<file path="config.mk">
export PLATFORM = sky130hd
export DESIGN_NAME = hcbp_emitter_flat
export DESIGN_NICKNAME = d
export VERILOG_FILES = /design/src/hcbp_pkg.sv /design/src/hcbp_ifs.sv /design/src/hcbp_emitter.sv /design/src/flat_wrapper.sv
export SDC_FILE = /design/constraint.sdc
export NUM_CORES = 1
export LEC_CHECK = 0
export ABC_AREA = 1
export BUFFER_PORTS_ARGS = -buffer_cell sky130_fd_sc_hd__buf_2
export CORE_UTILIZATION = 33
export CTS_CLUSTER_DIAMETER = 150
export CTS_CLUSTER_SIZE = 25
export DETAILED_ROUTE_END_ITERATION = 10
export SKIP_CTS_REPAIR_TIMING = 1
export SYNTH_ARGS = -nofsm -noshare
export SYNTH_HDL_FRONTEND = slang
export SYNTH_SLANG_ARGS = --single-unit
</file>
<file path="constraint.sdc">
create_clock -name i_clk -period 1.8 [get_ports i_clk]
set_input_delay 0.09 -clock i_clk [delete_from_list [all_inputs] [get_ports i_clk]]
set_output_delay 0.09 -clock i_clk [all_outputs]
set_load 0.02 [all_outputs]
</file>
<file path="src/hcbp_pkg.sv">
// hcbp_pkg: shared types and constants for the Huffman code bit packer.
// No dependencies; compiled first.
`default_nettype none

package hcbp_pkg;

    localparam int MAX_CODE_LEN_DEF = 32;
    localparam int SYMBOL_COUNT_DEF = 256;

    localparam int SYM_W     = 8;
    localparam int CODE_W    = 32;
    localparam int LEN_W     = 6;
    localparam int BYTE_W    = 8;
    localparam int FILL_W    = 3;
    localparam int MAX_BYTES = 4;
    localparam int CNT_W     = 3;

    typedef enum logic [1:0] {
        CMD_LOAD   = 2'd0,
        CMD_ENCODE = 2'd1,
        CMD_FLUSH  = 2'd2
    } t_cmd;

    typedef enum logic [1:0] {
        KIND_DATA = 2'd0,
        KIND_PAD  = 2'd1,
        KIND_ERR  = 2'd2
    } t_kind;

    // One burst of results handed from the packing stage to the output queue
    typedef struct packed {
        logic [CNT_W-1:0]            cnt;
        logic [MAX_BYTES*BYTE_W-1:0] data;
        logic                        err;
        logic                        flush;
    } t_emit_load;

endpackage

`default_nettype wire

</file>
<file path="src/hcbp_ifs.sv">
// hcbp_ifs: valid/ready channel interfaces for commands and result words.
// Depends on hcbp_pkg.
`default_nettype none


interface hcbp_res_if;
    import hcbp_pkg::*;

    logic              valid;
    logic              ready;
    logic [BYTE_W-1:0] out_byte;
    t_kind             out_kind;
    logic              last;

    modport source (output valid, out_byte, out_kind, last, input ready);
    modport sink   (input valid, out_byte, out_kind, last, output ready);
endinterface

`default_nettype wire

</file>
<file path="src/hcbp_emitter.sv">
// hcbp_emitter: output queue that holds up to four result words of one item
// and drives them out one per handshake. Depends on hcbp_pkg and hcbp_ifs.
`default_nettype none

module hcbp_emitter (
    input  logic                   i_clk,
    input  logic                   i_rst_n,
    input  hcbp_pkg::t_emit_load   i_load,
    input  logic                   i_load_en,
    output logic                   o_free,
    hcbp_res_if.source             o_res_if
);
    import hcbp_pkg::*;

    logic [CNT_W-1:0]            r_cnt;
    logic [MAX_BYTES*BYTE_W-1:0] r_data;
    logic                        r_err;
    logic                        r_flush;
    logic                        out_acc;

    assign out_acc = o_res_if.valid && o_res_if.ready;

    // Present the head word straight from the registers
    assign o_res_if.valid    = (r_cnt != '0);
    assign o_res_if.out_byte = r_data[MAX_BYTES*BYTE_W-1 -: BYTE_W];
    assign o_res_if.last     = (r_cnt == CNT_W'(1));
    always_comb begin
        if (r_err) begin
            o_res_if.out_kind = KIND_ERR;
        end else if (r_flush && r_cnt == CNT_W'(1)) begin
            o_res_if.out_kind = KIND_PAD;
        end else begin
            o_res_if.out_kind = KIND_DATA;
        end
    end

    // Free when empty, or once the last queued word leaves in this cycle
    assign o_free = (r_cnt == '0) || (r_cnt == CNT_W'(1) && out_acc);

    // Advance the word count
    always_ff @(posedge i_clk) begin
        if (!i_rst_n) begin
            r_cnt <= '0;
        end else if (i_load_en) begin
            r_cnt <= i_load.cnt;
        end else if (out_acc) begin
            r_cnt <= r_cnt - CNT_W'(1);
        end
    end

    // Load a burst, or shift the next word to the head
    always_ff @(posedge i_clk) begin
        if (i_load_en) begin
            r_data  <= i_load.data;
            r_err   <= i_load.err;
            r_flush <= i_load.flush;
        end else if (out_acc) begin
            r_data <= {r_data[(MAX_BYTES-1)*BYTE_W-1:0], BYTE_W'(0)};
        end
    end

    a_load_when_free: assert property (@(posedge i_clk) disable iff (!i_rst_n)
        i_load_en |-> o_free)
        else $error("emitter loaded while words still pending");

    a_cnt_bound: assert property (@(posedge i_clk) disable iff (!i_rst_n)
        r_cnt <= CNT_W'(MAX_BYTES))
        else $error("emitter count beyond four words");

    a_err_single: assert property (@(posedge i_clk) disable iff (!i_rst_n)
        (r_err && r_cnt != '0) |-> (r_cnt == CNT_W'(1)))
        else $error("error result queued with other words");

endmodule

`default_nettype wire

</file>
<file path="src/flat_wrapper.sv">
// flat-port wrapper written by rule: the top's interface ports become plain ports
module hcbp_emitter_flat import hcbp_pkg::*;
  (i_clk, i_rst_n, i_load, i_load_en, o_free, o_res_if_valid, o_res_if_out_byte, o_res_if_out_kind, o_res_if_last, o_res_if_ready);
  hcbp_res_if o_res_if_i ();
  input  logic i_clk;
  input  logic i_rst_n;
  input  hcbp_pkg::t_emit_load i_load;
  input  logic i_load_en;
  output logic o_free;
  output wire logic [$bits(o_res_if_i.valid)-1:0] o_res_if_valid;
  output wire logic [$bits(o_res_if_i.out_byte)-1:0] o_res_if_out_byte;
  output wire logic [$bits(o_res_if_i.out_kind)-1:0] o_res_if_out_kind;
  output wire logic [$bits(o_res_if_i.last)-1:0] o_res_if_last;
  input wire logic [$bits(o_res_if_i.ready)-1:0] o_res_if_ready;
  assign o_res_if_valid = o_res_if_i.valid;
  assign o_res_if_out_byte = o_res_if_i.out_byte;
  assign o_res_if_out_kind = o_res_if_i.out_kind;
  assign o_res_if_last = o_res_if_i.last;
  assign o_res_if_i.ready = o_res_if_ready;
  hcbp_emitter u_core (.i_clk(i_clk), .i_rst_n(i_rst_n), .i_load(i_load), .i_load_en(i_load_en), .o_free(o_free), .o_res_if(o_res_if_i));
endmodule
</file>
==> results.toml, run 1 <==
[cts]
clkSlewWorstSetupHoldPaths_ns = 0.06
clockBufferDepth = 2
cts_sinks = 37
clk_latency_ns = 0.28
htree_levels = 2
cts_root_buf = "clkbuf_8"
cts_made_buffers = 5
cts_tree = "done"

[sta]
slew_headroom_pct = 70.4
clock_skew_ns = 0.00360
layout_min_cycle_time_ns = 1.54
setup_viol_count_final = 0
fin_crit_sh_pct = 85.5
grt_setup_unrepaired = "no"
setup_tns_ns = 0
hold_viol_final = 0
finalMaxSlewViolations = 0
whs_ns = 0.0494
fmax_ghz = 0.650
worst_pin_slew_ns = 0.444

[synth]
ys_seq_area_share_pct = 62.9
synthMuxAreaShare_pct = 0
synth_area_leaders = "edfxtp_1 (59%), nand2_1 (20%), buf_4 (5.7%)"
ys_seq_elements = 37
syn_area_per_cell_um2 = 9.77
syn_nets = 220
yosysWarnings = 0
synth_top_family_by_area = "simple AND/OR/NAND/NOR gates"
netlist_top_cells_count = "nand2_1 (92), edfxtp_1 (34), buf_4 (13)"
synth_top_area_cell = "edfxtp_1"
synth_fa_ha_area_share_pct = 2.18
synth_compound_area_share_pct = 2.69
synth_xor_area_share_pct = 0
async_reset_ff_share_pct = 0
synth_area_um2 = 1720
syn_inst = 176
synth-edff-count = 34
yosys.area.top_type_share_pct = 59.4
yosys.cell_types.count = 14
yosysMostFrequentCell = "nand2_1"
synth-simple-area-share_pct = 22.7
ys_dominant_reg_cell = "edfxtp_1"

[critical_path]
cpMostUsedCell = "nand2_4"
crit_type = "reg2reg"
cp_data_arrival_time_ns = 1.47
crit_path_end_kind = "register"
worst_path_max_delay_cell = "dfxtp_1"
cp-start-kind = "register"
worst-path-buf-inv = 1
worst-endpoint-required_ns = 1.73
path_delay_family = "simple AND/OR/NAND/NOR gates"
r2r_cells = 5
cp_max_fo = 35
slowest_delay_ns = 0.38
crit_cells = 5
path_cells = "inv_1 > ha_1 > nand2_4 > nand2_2 > nand2_4"

[floorplanning]
die_width_um = 74.2
fp-row-count = 25
die-height_um = 74.2
ios = 54
die_area_um2 = 5500
initial_utilization_pct = 35.2
core-area_um2 = 4880

[global_routing]
grt_max_degree = 36
grt_usage_pct = 10.6
antenna_found_initial = 0
grt.overflow.total = 0
grt_pass1_vias = 996
grt_pass1_wl_um = 4160

[layout]
regArea_um2 = 1080
nFillCells = 512
drive_above_1_share_pct = 35.0
area_delta_synth_final_pct = 22.6
final_cell_area_um2 = 2110
layout.nets = 270
multi_input_area_um2 = 474
antenna_cells = 0

[routing]
drt-total-wl_um = 2680
vias_per_cell = 3.99
drt_iter0_drc = 55
antenna_left = 0
drcViolationCount = 0
vias = 1170
wl_per_cell_um = 9.14
drtPass1Iterations = 4

[hold_path]
min_path_type = "in2reg"
whs_path_depth = 3

[status]
status = "finished, final reports clean"

[pwr]
powerDensity_nw_per_um2 = 974
p_total_mw = 2.05
power.leakage_nw = 1.05
peakVddDrop_uv = 307

[placement]
place_hpwl_um = 1920
port_buffers = 53
place_area_um2 = 1980
place_congestion = 0.675

[flow_run]
drv_cap = 0
## registers in the layout, summed over array words and instances (netlist names)
signal and cells:
u_core.r_cnt 3, u_core.r_data 32, u_core.r_err 1, u_core.r_flush 1
## through the flow
step           std cells  util (%)  worst slack, ns
4_1_cts              291      42.8            0.256
5_1_grt              293      43.2            0.134
2_1_floorplan        176         -            0.359
6_report             293      43.2            0.260
3_5_place_dp         284      40.6            0.267
3_3_place_gp         284      40.6            0.300
## cell usage in the layout, fill, tap and decap left out
cell type      count
a21oi_2            3
ha_1               3
nand2_1           92
buf_4              3
bufinv_16          1
nand2_2            1
nor2_1             3
nand2_4            2
clkinv_2           1
edfxtp_1          34
dlygate4sd3_1      2
inv_2             10
buf_2             53
o21ai_1            4
dfxtp_1            3
nand3_1            1
inv_1              5
clkbuf_8           5
## worst paths after layout
check / startpoint / to / slack, ns
max: u_core.r_cnt[0] / u_core.r_data[7] / 0.26
min: i_rst_n / u_core.r_cnt[1] / 0.05
max reg2reg: u_core.r_cnt[0] / u_core.r_data[7] / 0.26
min reg2reg: u_core.r_cnt[1] / u_core.r_cnt[1] / 0.50
## cell type report
cell class / count / area share (%)
clock buffers: 5 / 3.27
clock inverters: 2 / 1.66
inverters: 15 / 2.67
multi-input cells: 109 / 22.5
flip-flops and latches: 37 / 51.3
well taps: 67 / 3.98
repair buffers: 58 / 14.6
## worst reg2reg max path: stages, from the launching register on
cell,delay (ns)
dfxtp_1,0.38
inv_1,0.08
ha_1,0.23
nand2_4,0.09
nand2_2,0.07
nand2_4,0.35
## power by group
group,switching (mW),internal [mW]
combinational,0.188,0.114
sequential,0.0241,1.05
clock,0.269,0.402
total,0.481,1.57
## cell families (layout without fill, tap and decap cells)
| logic type | after synthesis | after routing |
|---|---|---|
| AOI/OAI and AO/OA | 7 | 7 |
| adders and majority gates | 3 | 3 |
| buffers and inverters | 30 | 80 |
| DFF | 37 | 37 |
| and+or+nand+nor | 99 | 99 |
## metal layers
| layer | routed length (µm) | up-vias | part of all wire, % | track usage (%) |
|---|---|---|---|---|
| met3 | 232 | 7 | 8.7 | 5.42 |
| met5 | 0 | - | 0 | 0 |
| li1 | - | 641 | - | - |
| met2 | 1220 | 36 | 46 | 17.2 |
| met4 | 56 | 0 | 2.1 | 5.77 |
| met1 | 1170 | 486 | 44 | 11.3 |
No activity file was read; power rests on OpenSTA's default activity.
==> run 2, diff against run 1 <==
Settings changed: CTS_BUF_LIST set to sky130_fd_sc_hd__clkbuf_2.
==> results.toml, run 2 (synthesis gave the netlist of run 1 again) <==
[sta]
clock_skew_ns = 0.00968
slew_headroom_pct = 69.7
worst_pin_slew_ns = 0.455
fin_crit_sh_pct = 88.9
layout_min_cycle_time_ns = 1.60
setup_viol_count_final = 0
grt_setup_unrepaired = "no"
fmax_ghz = 0.625
setup_tns_ns = 0
finalMaxSlewViolations = 0
hold_viol_final = 0

[cts]
cts_tree = "done"
htree_levels = 2
cts_sinks = 37
clk_latency_ns = 0.36
clkSlewWorstSetupHoldPaths_ns = 0.17
cts_made_buffers = 5
cts_root_buf = "clkbuf_2"
clockBufferDepth = 2

[flow_run]
drv_cap = 0

[layout]
drive_above_1_share_pct = 30.7
final_util_pct = 48.6
final_common_cell = "nand2_1"
top_regs = "u_core.r_data: 32 flops, u_core.r_cnt: 3 flops"
antenna_cells = 0
final_cell_area_um2 = 2370
final_cell_mix = "nand2_1 (92), buf_2 (53), edfxtp_1 (34), dlygate4sd3_1 (33), inv_2 (10)"
largest_reg_flops = 32
layout.nets = 301
regArea_um2 = 1080
nFillCells = 492
area_delta_synth_final_pct = 38.1
top_register = "u_core.r_data"
multi_input_area_um2 = 474

[critical_path]
crit_type = "reg2out"
rrSetupSlack_ns = 0.24
cp_data_arrival_time_ns = 1.51
reg2reg_to = "u_core.r_data[7]"
cp-start-kind = "register"
reg2reg_from = "u_core.r_cnt[0]"
crit_path_end_kind = "output pin"
slowest_delay_ns = 0.41
path_cells = "inv_1 > ha_1 > nand2_4 > nand2_2 > o21ai_1 > buf_2"
worst_path_max_delay_cell = "dfxtp_1"
worst-endpoint-required_ns = 1.71
r2r_cells = 5
cp_max_fo = 4

[global_routing]
grt_usage_pct = 10.2
grt.overflow.total = 0
grt_max_degree = 36
grt_pass1_vias = 1000
grt_pass1_wl_um = 4140
antenna_found_initial = 0

[routing]
drtPass1Iterations = 4
wl_per_cell_um = 9.35
vias = 1299
antenna_left = 0
vias_per_cell = 4.01
drt-total-wl_um = 3030
drt_iter0_drc = 64
drcViolationCount = 0

[pwr]
peakVddDrop_uv = 346
power.leakage_nw = 1.16
powerDensity_nw_per_um2 = 806

[placement]
port_buffers = 53
place_hpwl_um = 1920
place_congestion = 0.675
place_area_um2 = 1980

[hold_path]
min_path_type = "in2reg"
holdCritStartpoint = "i_load[15]"
whs_path_depth = 3
min_to = "u_core.r_data[13]"

[floorplanning]
fp-row-count = 25
ios = 54
die_width_um = 74.2
die-height_um = 74.2
core-area_um2 = 4880
die_area_um2 = 5500
initial_utilization_pct = 35.2

[status]
status = "finished, final reports clean"
==> run 2: cell count changes in the layout (fill, tap and decap cells not counted) <==
cell           before  now
dlygate4sd3_1       2   33
clkbuf_2            0    5
clkbuf_8            5    0
==> run 2: worst max path at each step <==
stage / from / to / slack (ns) / cells after the start
3_3_place_gp: u_core.r_cnt[0] / u_core.r_data[0] / 0.30 / 5
6_report: u_core.r_cnt[0] / o_free / 0.20 / 6
3_5_place_dp: u_core.r_cnt[0] / u_core.r_data[0] / 0.27 / 5
4_1_cts: u_core.r_cnt[0] / o_free / 0.17 / 6
2_1_floorplan: u_core.r_cnt[0] / u_core.r_data[0] / 0.36 / 5
5_1_grt: u_core.r_cnt[0] / o_free / 0.07 / 6
==> run 2: stage by stage <==
stage                     hold WS (ns)  std cells  total power, mW  setup slack (ns)
final                          0.00131        324             1.91             0.200
after global routing           0.00353        324             2.01            0.0704
after CTS                       -0.121        291             1.87             0.169
after detailed placement         0.271        284             1.40             0.267
after global placement           0.268        284             1.39             0.300
after floorplan                  0.189        176             1.33             0.359
==> run 2: metal layers <==
layer | global-route usage, % | vias up | part of all wire, %
met5 | 0 | - | 0
met3 | 3.79 | 5 | 5.0
li1 | - | 704 | -
met2 | 17.1 | 36 | 49
met1 | 11.5 | 554 | 45
met4 | 5.13 | 0 | 1.3
==> run 2: layout make-up <==
class	instances	share of cell area, %
flip-flops and latches	37	45.5
repair buffers	89	26.0
multi-input cells	109	20.0
inverters	15	2.37
clock buffers	5	1.05
well taps	67	3.53
clock inverters	2	1.48
==> run 2: where the power goes <==
part	internal (mW)	switching [mW]	leakage [nW]
logic	0.158	0.199	0.749
registers	1.05	0.0242	0.374
clock network	0.226	0.253	0.0388
total	1.44	0.477	1.16
==> run 2: worst max-delay path, delay by kind of cell, from the launching register on <==
| kind | cells | cell delay [ns] |
|---|---|---|
| fa+ha+maj | 1 | 0.23 |
| compound gates | 1 | 0.11 |
| flops | 1 | 0.41 |
| buf+inv | 2 | 0.25 |
| simple gates | 2 | 0.16 |
==> run 3, diff against run 2 <==
Settings changed: CORE_UTILIZATION 33 to 52, PLACE_DENSITY set to 0.81.
==> results.toml, run 3 (synthesis gave the netlist of run 1 again) <==
[status]
status = "finished, final reports clean"

[critical_path]
worst-path-buf-inv = 2
crit_type = "reg2out"
path_cells = "inv_1 > ha_1 > nand2_4 > nand2_2 > o21ai_1 > buf_2"
crit_path_end_kind = "output pin"
cp_data_arrival_time_ns = 1.56
worst-endpoint-required_ns = 1.71
cp-start-kind = "register"
worst_path_max_delay_cell = "dfxtp_1"
path_delay_family = "flip-flops"
cp_max_fo = 4
slowest_delay_ns = 0.40

[global_routing]
grt_pass1_vias = 1089
grt_pass1_wl_um = 4330
antenna_found_initial = 0
grt_usage_pct = 17.1
grt.overflow.total = 0
grt_max_degree = 36

[placement]
port_buffers = 53
placed_cells = 260
place_congestion = 0.834
place_hpwl_um = 1910

[sta]
fmax_ghz = 0.606
layout_min_cycle_time_ns = 1.65
finalMaxSlewViolations = 0
worst_pin_slew_ns = 0.423
fin_crit_sh_pct = 91.7
clock_skew_ns = 0.0122
hold_viol_final = 0
setup_viol_count_final = 0
slew_headroom_pct = 71.8

[cts]
clkSlewWorstSetupHoldPaths_ns = 0.17
cts_root_buf = "clkbuf_2"
cts_made_buffers = 5
cts_tree = "done"
cts_sinks = 37
htree_levels = 2
clk_latency_ns = 0.37
clockBufferDepth = 2

[hold_path]
min_path_type = "in2reg"

[pwr]
peakVddDrop_uv = 728
p_total_mw = 1.93
powerDensity_nw_per_um2 = 826
power.leakage_nw = 1.15

[routing]
vias = 1355
drt_iter0_drc = 52
vias_per_cell = 4.52
wl_per_cell_um = 10.5
drcViolationCount = 0
antenna_left = 0
drtPass1Iterations = 4
drt-total-wl_um = 3150

[floorplanning]
ios = 54
die_width_um = 59.5
core-area_um2 = 3100
fp-row-count = 20
initial_utilization_pct = 55.4
die-height_um = 59.5
die_area_um2 = 3540

[layout]
layout.nets = 299
nFillCells = 232
drive_above_1_share_pct = 30.5
largest_reg_flops = 32
final_cell_mix = "nand2_1 (92), buf_2 (53), edfxtp_1 (34), dlygate4sd3_1 (32), inv_2 (10)"
top_register = "u_core.r_data"
antenna_cells = 0
final_cells = 300
final_common_cell = "nand2_1"
area_delta_synth_final_pct = 35.6
top_regs = "u_core.r_data: 32 flops, u_core.r_cnt: 3 flops"

[flow_run]
drv_cap = 0
==> run 3: cell types whose count changed in the layout (fill, tap and decap cells not counted) <==
cell and delta:
clkbuf_2 +1, buf_4 -1, dlygate4sd3_1 -1, clkinv_1 +1, clkinv_2 -1
==> run 3: power breakdown <==
group	internal (mW)	total, mW	leakage [nW]	switching, mW
Clock	0.237	0.488	0.0406	0.250
Combinational	0.155	0.359	0.740	0.204
Sequential	1.05	1.08	0.374	0.0257
==> run 3: worst paths after layout <==
kind / start / endpoint / slack (ns) / cells past startpoint
setup reg to reg: u_core.r_cnt[0] / u_core.r_cnt[0] / 0.27 / 7
setup / recovery: u_core.r_cnt[0] / o_free / 0.15 / 6
hold reg to reg: u_core.r_cnt[0] / u_core.r_cnt[0] / 0.52 / 2
hold / removal: i_load[32] / u_core.r_data[30] / 0.005 / 3
==> run 3: metrics by stage <==
stage / utilization, % / hold WS [ns] / instance area, µm² / TNS, ns / setup WS [ns]
floorplan: - / 0.189 / 1720 / 0 / 0.359
global placement: 62.7 / 0.269 / 1950 / 0 / 0.314
detailed placement: 62.7 / 0.268 / 1950 / 0 / 0.281
CTS: 64.8 / -0.140 / 2010 / 0 / 0.160
global route: 75.1 / -0.00207 / 2330 / -0.00407 / -0.00407
finish: 75.1 / 0.00492 / 2330 / 0 / 0.149
==> run 3: worst min-delay path: cells and delay by family <==
family	cells	cell delay (ns)
buf+inv	1	0.07
simple gates	2	0.11
==> run 3: layout make-up <==
type                            count  area (µm²)  share of cell area [%]
Clock buffer                        6        30.0                    1.29
Clock inverter                      2        33.8                    1.45
Inverter                           15        56.3                    2.42
Multi-Input combinational cell    109         474                    20.3
Sequential cell                    37        1080                    46.4
Tap cell                           44        55.1                    2.36
Timing Repair Buffer               87         601                    25.8
==> run 3: metal layers <==
metal	up-vias	routed length, µm	global-route usage [%]
met4	0	22	5.98
met3	4	159	6.33
met2	40	1730	31.1
met1	609	1240	18.1
met5	-	0	0
li1	702	-	-
